[src/rtl/core/mwem_pkg.sv]
package mwem_pkg;

    // Default widths of the serial frame.
    localparam int unsigned DATA_BITS_DEF  = 16;
    localparam int unsigned INSTR_BITS_DEF = 8;

    // Command codes carried by an item.
    localparam logic [2:0] ACT_NONE    = 3'd0;
    localparam logic [2:0] ACT_WRITE   = 3'd1;
    localparam logic [2:0] ACT_READ    = 3'd2;
    localparam logic [2:0] ACT_ENABLE  = 3'd3;
    localparam logic [2:0] ACT_DISABLE = 3'd4;

    // Configuration register indexes.
    localparam logic [2:0] REG_HALF_PERIOD  = 3'd0;
    localparam logic [2:0] REG_SAMPLE_DELAY = 3'd1;
    localparam logic [2:0] REG_WRITE_WAIT   = 3'd2;
    localparam logic [2:0] REG_POLL_READY   = 3'd3;
    localparam logic [2:0] REG_READ_OPCODE  = 3'd4;
    localparam logic [2:0] REG_EN_OPCODE    = 3'd5;
    localparam logic [2:0] REG_DIS_OPCODE   = 3'd6;

    // Configuration reset values.
    localparam logic [7:0]  HALF_PERIOD_RST  = 8'd1;
    localparam logic [7:0]  SAMPLE_DELAY_RST = 8'd1;
    localparam logic [15:0] WRITE_WAIT_RST   = 16'd5000;
    localparam logic        POLL_READY_RST   = 1'b0;
    localparam logic [7:0]  READ_OPCODE_RST  = 8'd128;
    localparam logic [7:0]  EN_OPCODE_RST    = 8'd48;
    localparam logic [7:0]  DIS_OPCODE_RST   = 8'd0;

    // Sequencer phases.
    localparam logic [3:0] PH_IDLE      = 4'd0;
    localparam logic [3:0] PH_SETUP     = 4'd1;
    localparam logic [3:0] PH_SEND_LOW  = 4'd2;
    localparam logic [3:0] PH_SEND_HIGH = 4'd3;
    localparam logic [3:0] PH_RECV_LOW  = 4'd4;
    localparam logic [3:0] PH_RECV_HIGH = 4'd5;
    localparam logic [3:0] PH_HOLD      = 4'd6;
    localparam logic [3:0] PH_WAIT      = 4'd7;
    localparam logic [3:0] PH_POLL      = 4'd8;

endpackage

[src/rtl/core/microwire_eeprom_master_core.sv]
// Microwire master for a word-organized serial EEPROM. Every accepted item is
// one base time tick and yields exactly one result item holding the pin
// levels for that tick (chip select, serial clock, serial data out), the busy
// flag, the receive word and a read-complete strobe. An item with a command
// code is taken only while idle; otherwise it is a plain tick. A command
// raises chip select for one setup tick, shifts a start bit plus an
// INSTR_BITS instruction MSB first (and DATA_BITS data bits for a write), then
// for a read clocks in DATA_BITS bits, sampling serial_in sample_delay_ticks
// after the rising clock edge. A hold tick with chip select low follows; a
// write then waits write_wait_ticks ticks or polls serial_in for ready.
// Rate: one item per clock cycle while the skid register is empty. The tick
// sequencer updates once per accepted item; results land in a two-entry output
// buffer (output register plus skid register), so s_ready depends only on the
// skid register and the input keeps moving while one result waits at the
// output. Configuration writes through cfg_we/cfg_index/cfg_wdata take effect
// on the next edge; write them only while the block is idle.
module microwire_eeprom_master_core #(
    parameter int unsigned DATA_BITS  = mwem_pkg::DATA_BITS_DEF,
    parameter int unsigned INSTR_BITS = mwem_pkg::INSTR_BITS_DEF
) (
    input  logic                 aclk,
    input  logic                 aresetn,

    // configuration write port
    input  logic                 cfg_we,
    input  logic [2:0]           cfg_index,
    input  logic [15:0]          cfg_wdata,

    // tick items in
    input  logic                 s_valid,
    output logic                 s_ready,
    input  logic [2:0]           s_action,
    input  logic [7:0]           s_address,
    input  logic [7:0]           s_write_opcode,
    input  logic [DATA_BITS-1:0] s_write_data,
    input  logic                 s_serial_in,

    // pin-level items out
    output logic                 m_valid,
    input  logic                 m_ready,
    output logic                 m_chip_select,
    output logic                 m_serial_clock,
    output logic                 m_serial_out,
    output logic                 m_busy_res,
    output logic [DATA_BITS-1:0] m_read_word,
    output logic                 m_read_done
);

    localparam int unsigned SEND_W = 1 + INSTR_BITS + DATA_BITS;
    localparam int unsigned BCNT_W = $clog2(SEND_W + 1);
    localparam int unsigned BIDX_W = $clog2(SEND_W);
    localparam int unsigned RES_W  = 5 + DATA_BITS;

    // ------------------------------------------------------------------
    // Configuration registers
    // ------------------------------------------------------------------
    logic [7:0]  half_period_reg;
    logic [7:0]  sample_delay_reg;
    logic [15:0] write_wait_reg;
    logic        poll_ready_reg;
    logic [7:0]  read_opcode_reg;
    logic [7:0]  en_opcode_reg;
    logic [7:0]  dis_opcode_reg;

    always_ff @(posedge aclk) begin
        if (!aresetn) begin
            half_period_reg  <= mwem_pkg::HALF_PERIOD_RST;
            sample_delay_reg <= mwem_pkg::SAMPLE_DELAY_RST;
            write_wait_reg   <= mwem_pkg::WRITE_WAIT_RST;
            poll_ready_reg   <= mwem_pkg::POLL_READY_RST;
            read_opcode_reg  <= mwem_pkg::READ_OPCODE_RST;
            en_opcode_reg    <= mwem_pkg::EN_OPCODE_RST;
            dis_opcode_reg   <= mwem_pkg::DIS_OPCODE_RST;
        end else if (cfg_we) begin
            unique case (cfg_index)
                mwem_pkg::REG_HALF_PERIOD:  half_period_reg  <= cfg_wdata[7:0];
                mwem_pkg::REG_SAMPLE_DELAY: sample_delay_reg <= cfg_wdata[7:0];
                mwem_pkg::REG_WRITE_WAIT:   write_wait_reg   <= cfg_wdata;
                mwem_pkg::REG_POLL_READY:   poll_ready_reg   <= cfg_wdata[0];
                mwem_pkg::REG_READ_OPCODE:  read_opcode_reg  <= cfg_wdata[7:0];
                mwem_pkg::REG_EN_OPCODE:    en_opcode_reg    <= cfg_wdata[7:0];
                mwem_pkg::REG_DIS_OPCODE:   dis_opcode_reg   <= cfg_wdata[7:0];
                default: ;  // unmapped index, dropped
            endcase
        end
    end

    // ------------------------------------------------------------------
    // Tick sequencer state
    // ------------------------------------------------------------------
    logic [3:0]           phase_reg,    phase_next;
    logic [BCNT_W-1:0]    bit_count_reg, bit_count_next;
    logic [15:0]          wait_count_reg, wait_count_next;
    logic [SEND_W-1:0]    send_shift_reg, send_shift_next;
    logic [DATA_BITS-1:0] recv_shift_reg, recv_shift_next;
    logic [2:0]           pend_act_reg,  pend_act_next;

    logic                 s_fire;
    logic                 launch;
    logic [3:0]           cur_phase;
    logic [7:0]           half;
    logic [7:0]           samp;
    logic [15:0]          wait_inc;
    logic [BCNT_W-1:0]    bc_dec;
    logic [BIDX_W-1:0]    bit_idx;
    logic [7:0]           instr_src;
    logic [INSTR_BITS:0]  instr_frame;

    // result of this tick
    logic                 r_cs, r_sk, r_so, r_busy, r_done;

    assign s_fire = s_valid && s_ready;

    // A command only starts from idle; codes above disable are plain ticks.
    assign launch = (phase_reg == mwem_pkg::PH_IDLE)
                 && (s_action >= mwem_pkg::ACT_WRITE)
                 && (s_action <= mwem_pkg::ACT_DISABLE);
    assign cur_phase = launch ? mwem_pkg::PH_SETUP : phase_reg;

    // zero timing registers count as one tick
    assign half = (half_period_reg == 8'd0) ? 8'd1 : half_period_reg;
    assign samp = (sample_delay_reg == 8'd0) ? 8'd1 : sample_delay_reg;

    assign wait_inc = wait_count_reg + 16'd1;
    assign bc_dec   = (bit_count_reg != '0) ? bit_count_reg - BCNT_W'(1) : bit_count_reg;
    assign bit_idx  = BIDX_W'(bit_count_reg - BCNT_W'(1));

    always_comb begin
        priority case (s_action)
            mwem_pkg::ACT_WRITE:  instr_src = s_write_opcode | s_address;
            mwem_pkg::ACT_READ:   instr_src = read_opcode_reg | s_address;
            mwem_pkg::ACT_ENABLE: instr_src = en_opcode_reg;
            default:              instr_src = dis_opcode_reg;
        endcase
    end

    // start bit above the instruction
    assign instr_frame = {1'b1, INSTR_BITS'(instr_src)};

    always_comb begin
        phase_next      = phase_reg;
        bit_count_next  = bit_count_reg;
        wait_count_next = wait_count_reg;
        send_shift_next = send_shift_reg;
        recv_shift_next = recv_shift_reg;
        pend_act_next   = pend_act_reg;
        r_cs   = 1'b0;
        r_sk   = 1'b0;
        r_so   = 1'b0;
        r_done = 1'b0;
        r_busy = (cur_phase != mwem_pkg::PH_IDLE);

        if (launch) begin
            if (s_action == mwem_pkg::ACT_WRITE) begin
                send_shift_next = {instr_frame, s_write_data};
                bit_count_next  = BCNT_W'(SEND_W);
            end else begin
                send_shift_next = SEND_W'(instr_frame);
                bit_count_next  = BCNT_W'(INSTR_BITS + 1);
            end
            if (s_action == mwem_pkg::ACT_READ) begin
                recv_shift_next = '0;
            end
            pend_act_next   = s_action;
            wait_count_next = '0;
        end

        unique case (cur_phase)
            mwem_pkg::PH_IDLE: ;
            mwem_pkg::PH_SETUP: begin
                r_cs            = 1'b1;
                wait_count_next = '0;
                phase_next      = mwem_pkg::PH_SEND_LOW;
            end
            mwem_pkg::PH_SEND_LOW, mwem_pkg::PH_SEND_HIGH: begin
                r_cs = 1'b1;
                r_sk = (cur_phase == mwem_pkg::PH_SEND_HIGH);
                r_so = (bit_count_reg != '0) ? send_shift_reg[bit_idx] : 1'b0;
                wait_count_next = wait_inc;
                if (wait_inc >= {8'd0, half}) begin
                    wait_count_next = '0;
                    if (cur_phase == mwem_pkg::PH_SEND_LOW) begin
                        phase_next = mwem_pkg::PH_SEND_HIGH;
                    end else begin
                        bit_count_next = bc_dec;
                        if (bc_dec == '0) begin
                            if (pend_act_reg == mwem_pkg::ACT_READ) begin
                                bit_count_next = BCNT_W'(DATA_BITS);
                                phase_next     = mwem_pkg::PH_RECV_LOW;
                            end else begin
                                phase_next = mwem_pkg::PH_HOLD;
                            end
                        end else begin
                            phase_next = mwem_pkg::PH_SEND_LOW;
                        end
                    end
                end
            end
            mwem_pkg::PH_RECV_LOW: begin
                r_cs            = 1'b1;
                wait_count_next = wait_inc;
                if (wait_inc >= {8'd0, half}) begin
                    wait_count_next = '0;
                    phase_next      = mwem_pkg::PH_RECV_HIGH;
                end
            end
            mwem_pkg::PH_RECV_HIGH: begin
                r_cs            = 1'b1;
                r_sk            = 1'b1;
                wait_count_next = wait_inc;
                // sample on the last high tick
                if (wait_inc >= {8'd0, samp}) begin
                    wait_count_next = '0;
                    recv_shift_next = {recv_shift_reg[DATA_BITS-2:0], s_serial_in};
                    bit_count_next  = bc_dec;
                    if (bc_dec == '0) begin
                        r_done     = 1'b1;
                        phase_next = mwem_pkg::PH_HOLD;
                    end else begin
                        phase_next = mwem_pkg::PH_RECV_LOW;
                    end
                end
            end
            mwem_pkg::PH_HOLD: begin
                // chip select low for one tick, then pick the write recovery
                wait_count_next = '0;
                if (pend_act_reg != mwem_pkg::ACT_WRITE) begin
                    phase_next = mwem_pkg::PH_IDLE;
                end else if (poll_ready_reg) begin
                    phase_next = mwem_pkg::PH_POLL;
                end else if (write_wait_reg == 16'd0) begin
                    phase_next = mwem_pkg::PH_IDLE;
                end else begin
                    phase_next = mwem_pkg::PH_WAIT;
                end
            end
            mwem_pkg::PH_WAIT: begin
                wait_count_next = wait_inc;
                if (wait_inc >= write_wait_reg) begin
                    wait_count_next = '0;
                    phase_next      = mwem_pkg::PH_IDLE;
                end
            end
            mwem_pkg::PH_POLL: begin
                // first poll tick only raises chip select
                r_cs = 1'b1;
                if (wait_count_reg == 16'd0) begin
                    wait_count_next = 16'd1;
                end else if (s_serial_in) begin
                    wait_count_next = '0;
                    phase_next      = mwem_pkg::PH_IDLE;
                end
            end
            default: begin
                phase_next = mwem_pkg::PH_IDLE;
            end
        endcase
    end

    always_ff @(posedge aclk) begin
        if (!aresetn) begin
            phase_reg      <= mwem_pkg::PH_IDLE;
            bit_count_reg  <= '0;
            wait_count_reg <= '0;
            send_shift_reg <= '0;
            recv_shift_reg <= '0;
            pend_act_reg   <= mwem_pkg::ACT_NONE;
        end else if (s_fire) begin
            phase_reg      <= phase_next;
            bit_count_reg  <= bit_count_next;
            wait_count_reg <= wait_count_next;
            send_shift_reg <= send_shift_next;
            recv_shift_reg <= recv_shift_next;
            pend_act_reg   <= pend_act_next;
        end
    end

    // ------------------------------------------------------------------
    // Two-entry output buffer: output register plus skid register
    // ------------------------------------------------------------------
    logic [RES_W-1:0] res_new;
    logic [RES_W-1:0] out_data_reg;
    logic [RES_W-1:0] skid_data_reg;
    logic             out_valid_reg;
    logic             skid_valid_reg;
    logic             m_fire;

    assign res_new = {r_cs, r_sk, r_so, r_busy, recv_shift_next, r_done};
    assign m_fire  = out_valid_reg && m_ready;
    assign s_ready = !skid_valid_reg;

    always_ff @(posedge aclk) begin
        if (!aresetn) begin
            out_valid_reg  <= 1'b0;
            skid_valid_reg <= 1'b0;
        end else if (m_fire) begin
            if (skid_valid_reg) begin
                skid_valid_reg <= 1'b0;
            end else if (!s_fire) begin
                out_valid_reg <= 1'b0;
            end
        end else if (s_fire) begin
            if (!out_valid_reg) begin
                out_valid_reg <= 1'b1;
            end else begin
                skid_valid_reg <= 1'b1;
            end
        end
    end

    always_ff @(posedge aclk) begin
        if (m_fire) begin
            if (skid_valid_reg) begin
                out_data_reg <= skid_data_reg;
            end else if (s_fire) begin
                out_data_reg <= res_new;
            end
        end else if (s_fire) begin
            if (!out_valid_reg) begin
                out_data_reg <= res_new;
            end else begin
                skid_data_reg <= res_new;
            end
        end
    end

    assign m_valid        = out_valid_reg;
    assign m_chip_select  = out_data_reg[RES_W-1];
    assign m_serial_clock = out_data_reg[RES_W-2];
    assign m_serial_out   = out_data_reg[RES_W-3];
    assign m_busy_res     = out_data_reg[RES_W-4];
    assign m_read_word    = out_data_reg[DATA_BITS:1];
    assign m_read_done    = out_data_reg[0];

endmodule

[config.mk]
export PLATFORM = sky130hd
export DESIGN_NAME = microwire_eeprom_master_core
export DESIGN_NICKNAME = d
export VERILOG_FILES = /design/src/rtl/core/mwem_pkg.sv /design/src/rtl/core/microwire_eeprom_master_core.sv
export SDC_FILE = /design/constraint.sdc
export NUM_CORES = 1
export LEC_CHECK = 0
export ABC_AREA = 1
export BUFFER_PORTS_ARGS = -buffer_cell sky130_fd_sc_hd__buf_2
export CORE_AREA = 2 2 136 138
export CTS_CLUSTER_DIAMETER = 30
export DETAILED_ROUTE_END_ITERATION = 10
export DIE_AREA = 0 0 138 140
export GPL_TIMING_DRIVEN = 0
export PLACE_DENSITY = 0.73
export SLEW_MARGIN = 15
export SYNTH_ARGS = -nofsm -noshare
export SYNTH_HDL_FRONTEND = slang
export SYNTH_SLANG_ARGS = --single-unit
[constraint.sdc]
create_clock -name aclk -period 3.9 [get_ports aclk]
set_input_delay 0.78 -clock aclk [delete_from_list [all_inputs] [get_ports aclk]]
set_output_delay 0.78 -clock aclk [all_outputs]
set_load 0.03 [all_outputs]
==> metrics.txt, run 1 <==
total clock buffers created by CTS=17; ports placed on the boundary=83; Remaining DRCs=0; clock transition at the register clock pins on the worst setup and hold paths after CTS=approximately 0.070 ns; final worst-path cycle share=94.7%; shortest period the worst path allows=3.69 ns; critical path arrival=3.88 ns; portion of total power attributed to the clock network=roughly 22%; Chip Width=between 100 and 150 um; clock latency at the later pin of the worst-skew pair=0.44 ns; Hold Buf Count CTS=0; combinational group share of total power=approximately half; ratio of cells with drive above 1 in the final layout=14.4%; diode insertion count for antenna repair=0; Setup Crit Path Kind=reg -> reg; required time of the critical path=4.08 ns; first-pass GRT wire length=41200 um; utilization after layout=around three fifths; number of buffers added on ports=a little over 80; number of global-route vias before repair=roughly 8400; final hold violation count=0; Clock Path Buffers=2; syn_area_per_cell=about 7 sq um; Worst Setup Slack, final=slightly above 0.2 ns; total detailed-routing wirelength=about 25000 um; count of H-tree levels built during CTS=4; critical path endpoint category=flip-flop; clock tree from TritonCTS=built; height of the chip=140 um; number of standard cells after synthesis=~1300; clock tree root buffer cell=sky130_fd_sc_hd__clkbuf_16; Area Growth Syn to Fin=14.3%; top_reg_cell synth=sky130_fd_sc_hd__dfxtp_1; Core Rows=a little under 50; ratio of routed vias to standard cells=~5.4; core region area=about 18000 sq um; RSZ-0062 raised after global routing=false; Total Routing Usage GR=between 20% and 30%; design internal power=4.19 mW; reported leakage power=just under 5 nW; layout filler cell count=~1600; slew of the pin with the lowest slew margin=0.757 ns; Final ANT Viol Nets=0; routed length per placed instance=around 15 um; RR Startpoint=wait_count_reg[4]$_SDFFE_PN0P_; ys async rst share=0%; global placement routability congestion=a little under 0.9; number of design-rule violations left by the first detailed-router iteration=roughly 760; timing-limited maximum frequency=0.271 GHz; number of distinct standard cells referenced by the synthesized netlist=41; Post-Syn Area=9590 sq um; antenna violations before repair=0; launch point of the critical path=wait_count_reg[4]$_SDFFE_PN0P_; number of warnings issued by yosys=0; floorplan die area=19300 sq um; sequential cell fraction of total power=about 29%; net switching power of the design=approximately 3.5 mW; startpoint of the worst hold path=read_opcode_reg[1]$_SDFFE_PN0P_; most frequent cells in the layout=293 x sky130_fd_sc_hd__nand2_1, 189 x sky130_fd_sc_hd__inv_1, 130 x sky130_fd_sc_hd__o21ai_0, 128 x sky130_fd_sc_hd__nor2_1, 128 x sky130_fd_sc_hd__dfxtp_1; top area cells in the synthesized netlist=sky130_fd_sc_hd__dfxtp_1 27%, sky130_fd_sc_hd__edfxtp_1 13%, sky130_fd_sc_hd__nand2_1 11%, sky130_fd_sc_hd__inv_1 7.4%, sky130_fd_sc_hd__o21ai_0 6.8%; NumNets Final=1535; sequential cell area fraction in the yosys report=~40%; final count of negative-setup-slack endpoints=0; 1st-pass router iterations=7; Slew headroom=49.5%; largest area contributor in the netlist=sky130_fd_sc_hd__dfxtp_1; via total after detailed routing=9144; pwr dens=701 nW/um^2; count of flip-flops with a built-in enable after synthesis=42; kind of launch point of the worst setup path=flip-flop; FF+latch area=3820 sq um; most common library cell in the layout ignoring fill and taps=sky130_fd_sc_hd__nand2_1; result of the run=complete, no violations; clock skew=between 0.01 and 0.015 ns; total nets after synthesis=around 1400; total clock sinks=170; share of the synthesized area in the top cell type=between 20% and 30%; switching portion of total power=a little under half; number of synthesized register bits=170; Critical Path Fanout Max=10; Place WS=-0.0786 ns; effective utilization at floorplan=53.9%; Slew Limit Fails=0; worst hold path type=reg -> reg; max FFs per register=25; multi-input logic area=around 4800 sq um; post-detail-place hpwl=approximately 19000 um; VDD IR-drop max=~0.00048 V; GR Overflow Total=0; maximum number of pins on one net before global-route repair=19; count of maximum capacitance violations=0
[timing repair]
item	in CTS	in global routing
setup endpoints to repair	13	30
setup buffers	0	1
pin swaps	0	1
gates resized for setup	2	2
[worst paths after layout]
kind                                endpoint  slack, ns  cells past startpoint
max                out_data_reg[2]$_DFFE_PP_       0.21                     12
min reg2reg  read_opcode_reg[1]$_SDFFE_PN0P_       0.45                      2
min          read_opcode_reg[1]$_SDFFE_PN0P_       0.45                      2
max reg2reg        out_data_reg[2]$_DFFE_PP_       0.21                     12
[through the flow]
stage,hold slack [ns],std cells,TNS (ns),power (mW),cell area [sq um]
floorplan,0.425,1336,0,4.99,9590
global placement,0.440,1647,-2.12,5.81,10300
detailed placement,0.442,1650,-0.481,5.88,10300
CTS,0.451,1682,0,7.61,10900
global route,0.466,1683,0,8.31,11000
finish,0.455,1683,0,7.68,11000
[power groups by stage]
stage | clock [mW] | sequential, mW | combinational, mW
6_report | 1.72 | 2.23 | 3.74
3_3_place_gp | 0 | 2.25 | 3.55
5_1_grt | 1.81 | 2.26 | 4.25
2_1_floorplan | 0 | 2.28 | 2.71
4_1_cts | 1.74 | 2.22 | 3.65
3_5_place_dp | 0 | 2.26 | 3.62
[layout make-up]
| class | count | area share, % |
|---|---|---|
| Multi-Input combinational cell | 920 | 43.9 |
| Sequential cell | 170 | 34.9 |
| Inverter | 194 | 6.64 |
| Timing Repair Buffer | 86 | 4.12 |
| Clock buffer | 17 | 3.88 |
| Tap cell | 229 | 2.61 |
| Buffer | 52 | 2.33 |
| Clock inverter | 15 | 1.60 |
[critical path, stage by stage (launching register included)]
cell	delay, ns
sky130_fd_sc_hd__dfxtp_1	0.49
sky130_fd_sc_hd__nand2_2	0.17
sky130_fd_sc_hd__nor2_1	0.28
sky130_fd_sc_hd__xor2_1	0.53
sky130_fd_sc_hd__ha_1	0.35
sky130_fd_sc_hd__a21oi_1	0.17
sky130_fd_sc_hd__o31ai_1	0.11
sky130_fd_sc_hd__a21oi_2	0.32
sky130_fd_sc_hd__nand3_2	0.28
sky130_fd_sc_hd__nand2_4	0.20
sky130_fd_sc_hd__buf_6	0.18
sky130_fd_sc_hd__o21ai_2	0.08
sky130_fd_sc_hd__mux2_2	0.27
[kinds of logic after synthesis]
family	count (synthesis)	synth area share, %
adder cells (fa/ha/maj)	34	4.44
flip-flops	170	39.9
buffers and inverters	246	10.3
AND/OR/NAND/NOR	551	24.7
AO/OA/AOI/OAI	310	17.9
multiplexers	17	2.04
XOR/XNOR	8	0.731
[cell usage after synthesis, types with 2 or more instances]
cell type                    n
sky130_fd_sc_hd__o21ai_0   130
sky130_fd_sc_hd__xor2_1      8
sky130_fd_sc_hd__ha_1       34
sky130_fd_sc_hd__nand4_1    25
sky130_fd_sc_hd__buf_6       3
sky130_fd_sc_hd__inv_2       3
sky130_fd_sc_hd__nor4_1      7
sky130_fd_sc_hd__o211ai_1   11
sky130_fd_sc_hd__nor2_2      6
sky130_fd_sc_hd__buf_2       4
sky130_fd_sc_hd__nor2_4      3
sky130_fd_sc_hd__a21oi_1   125
sky130_fd_sc_hd__inv_1     189
sky130_fd_sc_hd__nand3_2     3
sky130_fd_sc_hd__a31oi_1     9
sky130_fd_sc_hd__nand3_1    57
sky130_fd_sc_hd__nor3_1      9
sky130_fd_sc_hd__clkbuf_1   42
sky130_fd_sc_hd__dfxtp_1   128
sky130_fd_sc_hd__edfxtp_1   42
sky130_fd_sc_hd__clkinv_1    2
sky130_fd_sc_hd__o21ai_2    15
sky130_fd_sc_hd__buf_12      2
sky130_fd_sc_hd__mux2_2     16
sky130_fd_sc_hd__nand2_2    16
sky130_fd_sc_hd__a41o_1      2
sky130_fd_sc_hd__a21oi_2    10
sky130_fd_sc_hd__nand2_1   293
sky130_fd_sc_hd__o31ai_1     3
sky130_fd_sc_hd__nor2_1    128
[layer usage]
| metal | vias up | part of all wire [%] | global-route usage (%) |
|---|---|---|---|
| li1 | 4605 | - | - |
| met1 | 4200 | 45 | 35.0 |
| met2 | 298 | 46 | 43.1 |
| met3 | 41 | 6.5 | 4.85 |
| met4 | 0 | 2.0 | 8.59 |
| met5 | - | 0 | 0 |
Note: power is estimated with default switching activity, not from simulation.
==> run 2, diff against run 1 <==
Settings changed: CTS_BUF_LIST set to sky130_fd_sc_hd__clkbuf_2 sky130_fd_sc_hd__clkbuf_4 sky130_fd_sc_hd__clkbuf_8.
==> run 2 against run 1 <==
Effect of this change:
- clock skew grew 0.0050 ns
- die area is the same
- cell count is the same
- power shrank 5.6%
- via count shrank 0.66%
- combinational power is essentially flat
- sequential power is essentially flat
- sequential cell count is the same
- register-to-register slack gained 0.05 ns
- critical endpoint unchanged
==> metrics.txt, run 2 (synthesis results as in run 1) <==
clock latency at the later pin of the worst-skew pair=0.48 ns (+0.04 ns); Worst Setup Slack, final=0.257 ns (+0.0508 ns); count of maximum capacitance violations=0 (unchanged); total instance count after detailed placement=1650 (unchanged); total clock sinks=170 (unchanged); pwr dens=673 nW/um^2 (-3.9%); startpoint of the worst hold path=read_opcode_reg[1]$_SDFFE_PN0P_; number of buffers added on ports=82 (unchanged); multi-input logic area=4820 sq um (unchanged); reported leakage power=4.82 nW (-1.8%); total detailed-routing wirelength=24900 um (-0.98%); shortest period the worst path allows=3.64 ns (-0.0508 ns); Final ANT Viol Nets=0 (unchanged); NumNets Final=1535 (unchanged); final count of negative-setup-slack endpoints=0 (unchanged); Tot Pwr=7.25 mW (-5.6%); Placed Instance Area=10300 sq um (unchanged); most common library cell in the layout ignoring fill and taps=sky130_fd_sc_hd__nand2_1; number of design-rule violations left by the first detailed-router iteration=769 (+1.9%); clock tree from TritonCTS=built; kind of launch point of the worst setup path=flip-flop; post-detail-place hpwl=18500 um (unchanged); result of the run=complete, no violations; clock tree root buffer cell=sky130_fd_sc_hd__clkbuf_8; slack of the worst reg-to-reg path=0.26 ns (+0.05 ns); Place WS=-0.0786 ns (unchanged); worst hold path type=reg -> reg; RSZ-0062 raised after global routing=false; Hold Buf Count CTS=0 (unchanged); count of H-tree levels built during CTS=4 (unchanged); antenna violations before repair=0 (unchanged); routed length per placed instance=14.8 um (-0.98%); RR Startpoint=wait_count_reg[4]$_SDFFE_PN0P_; final worst-path cycle share=93.4% (-1.3 points); VDD IR-drop max=0.000379 V (-22%); maximum number of pins on one net before global-route repair=19 (unchanged); ratio of routed vias to standard cells=5.40 (-0.66%); height of the chip=140 um (unchanged); most frequent cells in the layout=293 x sky130_fd_sc_hd__nand2_1, 189 x sky130_fd_sc_hd__inv_1, 130 x sky130_fd_sc_hd__o21ai_0, 128 x sky130_fd_sc_hd__nor2_1, 128 x sky130_fd_sc_hd__dfxtp_1; ports placed on the boundary=83 (unchanged); critical path endpoint category=flip-flop; timing-limited maximum frequency=0.274 GHz (+1.4%); floorplan die area=19300 sq um (unchanged); GR Overflow Total=0 (unchanged); diode insertion count for antenna repair=0 (unchanged); Total Routing Usage GR=26.0% (-0.19 points); worst reg-to-reg path cell count=12 (unchanged); Core Rows=49 (unchanged); max FFs per register=25 (unchanged); Chip Width=138 um (unchanged); number of global-route vias before repair=8258 (-1.3%); capture point of the worst reg-to-reg path=out_data_reg[2]$_DFFE_PP_; global placement routability congestion=0.889 (unchanged); total clock buffers created by CTS=17 (unchanged); Slew Limit Fails=0 (unchanged); core region area=17800 sq um (unchanged); Critical Path Fanout Max=10 (unchanged); via total after detailed routing=9084 (-0.66%); ratio of cells with drive above 1 in the final layout=14.4% (unchanged); final std cells w/o fill=1683 (unchanged); critical path arrival=3.87 ns (about the same); effective utilization at floorplan=53.9% (unchanged); clock transition at the register clock pins on the worst setup and hold paths after CTS=0.10 ns (+0.03 ns); FF+latch area=3820 sq um (unchanged); destination of the worst hold path=read_opcode_reg[1]$_SDFFE_PN0P_; Slew headroom=51.5% (+2.0 points); Non-Filler Cell Area, Final=10800 sq um (-1.7%); worst hold margin=0.454 ns (-0.000671 ns); 1st-pass router iterations=5 (-2); slew of the pin with the lowest slew margin=0.728 ns (-0.0293 ns); Clock Path Buffers=2 (unchanged); clock skew=0.0160 ns (+0.00500 ns); Remaining DRCs=0 (unchanged); TNS Setup=0 ns (unchanged); first-pass GRT wire length=40900 um (-0.92%); layout filler cell count=1663 (+1.6%); required time of the critical path=4.13 ns (+0.05 ns); Area Growth Syn to Fin=12.3%; Setup Crit Path Kind=reg -> reg; count of cells along the worst hold path=2 (unchanged); utilization after layout=60.6% (-1.1 points); final hold violation count=0 (unchanged)
[run 2: what timing repair did]
item	4_1_cts	5_1_grt
setup buffers	0	1
gates resized for setup	2	2
pin swaps	0	1
endpoints found under the setup margin	13	24
[run 2: cell type report]
type                    instances  share of cell area (%)
multi-input cells             920                    44.7
flip-flops and latches        170                    35.5
inverters                     194                    6.76
repair buffers                 86                    4.19
well taps                     229                    2.66
plain buffers                  52                    2.37
clock buffers                  17                    2.17
clock inverters                15                    1.63
[run 2: report_power, final]
part           internal (mW)  switching, mW  total, mW
combinational           1.23           2.51       3.74
sequential              2.05          0.173       2.23
clock                  0.539          0.749       1.29
total                   3.82           3.43       7.25
[run 2: critical path, cell delays in order (launching register included)]
cell,delay [ns]
sky130_fd_sc_hd__dfxtp_1,0.49
sky130_fd_sc_hd__nand2_2,0.17
sky130_fd_sc_hd__nor2_1,0.26
sky130_fd_sc_hd__xor2_1,0.51
sky130_fd_sc_hd__ha_1,0.35
sky130_fd_sc_hd__a21oi_1,0.17
sky130_fd_sc_hd__o31ai_1,0.10
sky130_fd_sc_hd__a21oi_2,0.32
sky130_fd_sc_hd__nand3_2,0.29
sky130_fd_sc_hd__nand2_4,0.20
sky130_fd_sc_hd__buf_6,0.18
sky130_fd_sc_hd__o21ai_2,0.08
sky130_fd_sc_hd__mux2_2,0.27
[run 2: how the worst max path moves through the flow]
stage / startpoint / to / slack (ns)
2_1_floorplan: s_valid / skid_data_reg[0]$_DFFE_PP_ / 0.90
3_3_place_gp: wait_count_reg[0]$_SDFFE_PN0P_ / out_data_reg[16]$_DFFE_PP_ / -0.11
3_5_place_dp: wait_count_reg[0]$_SDFFE_PN0P_ / out_data_reg[2]$_DFFE_PP_ / -0.08
4_1_cts: wait_count_reg[0]$_SDFFE_PN0P_ / out_data_reg[2]$_DFFE_PP_ / 0.06
5_1_grt: wait_count_reg[0]$_SDFFE_PN0P_ / out_data_reg[1]$_DFFE_PP_ / 0.09
6_report: wait_count_reg[4]$_SDFFE_PN0P_ / out_data_reg[2]$_DFFE_PP_ / 0.26
[run 2: layer usage]
metal / vias to the layer above / wire length, um / global-route usage, %
li1: 4608 / - / -
met1: 4128 / 11000 / 35.3
met2: 310 / 11700 / 42.7
met3: 38 / 1710 / 4.17
met4: 0 / 465 / 8.32
met5: - / 0 / 0
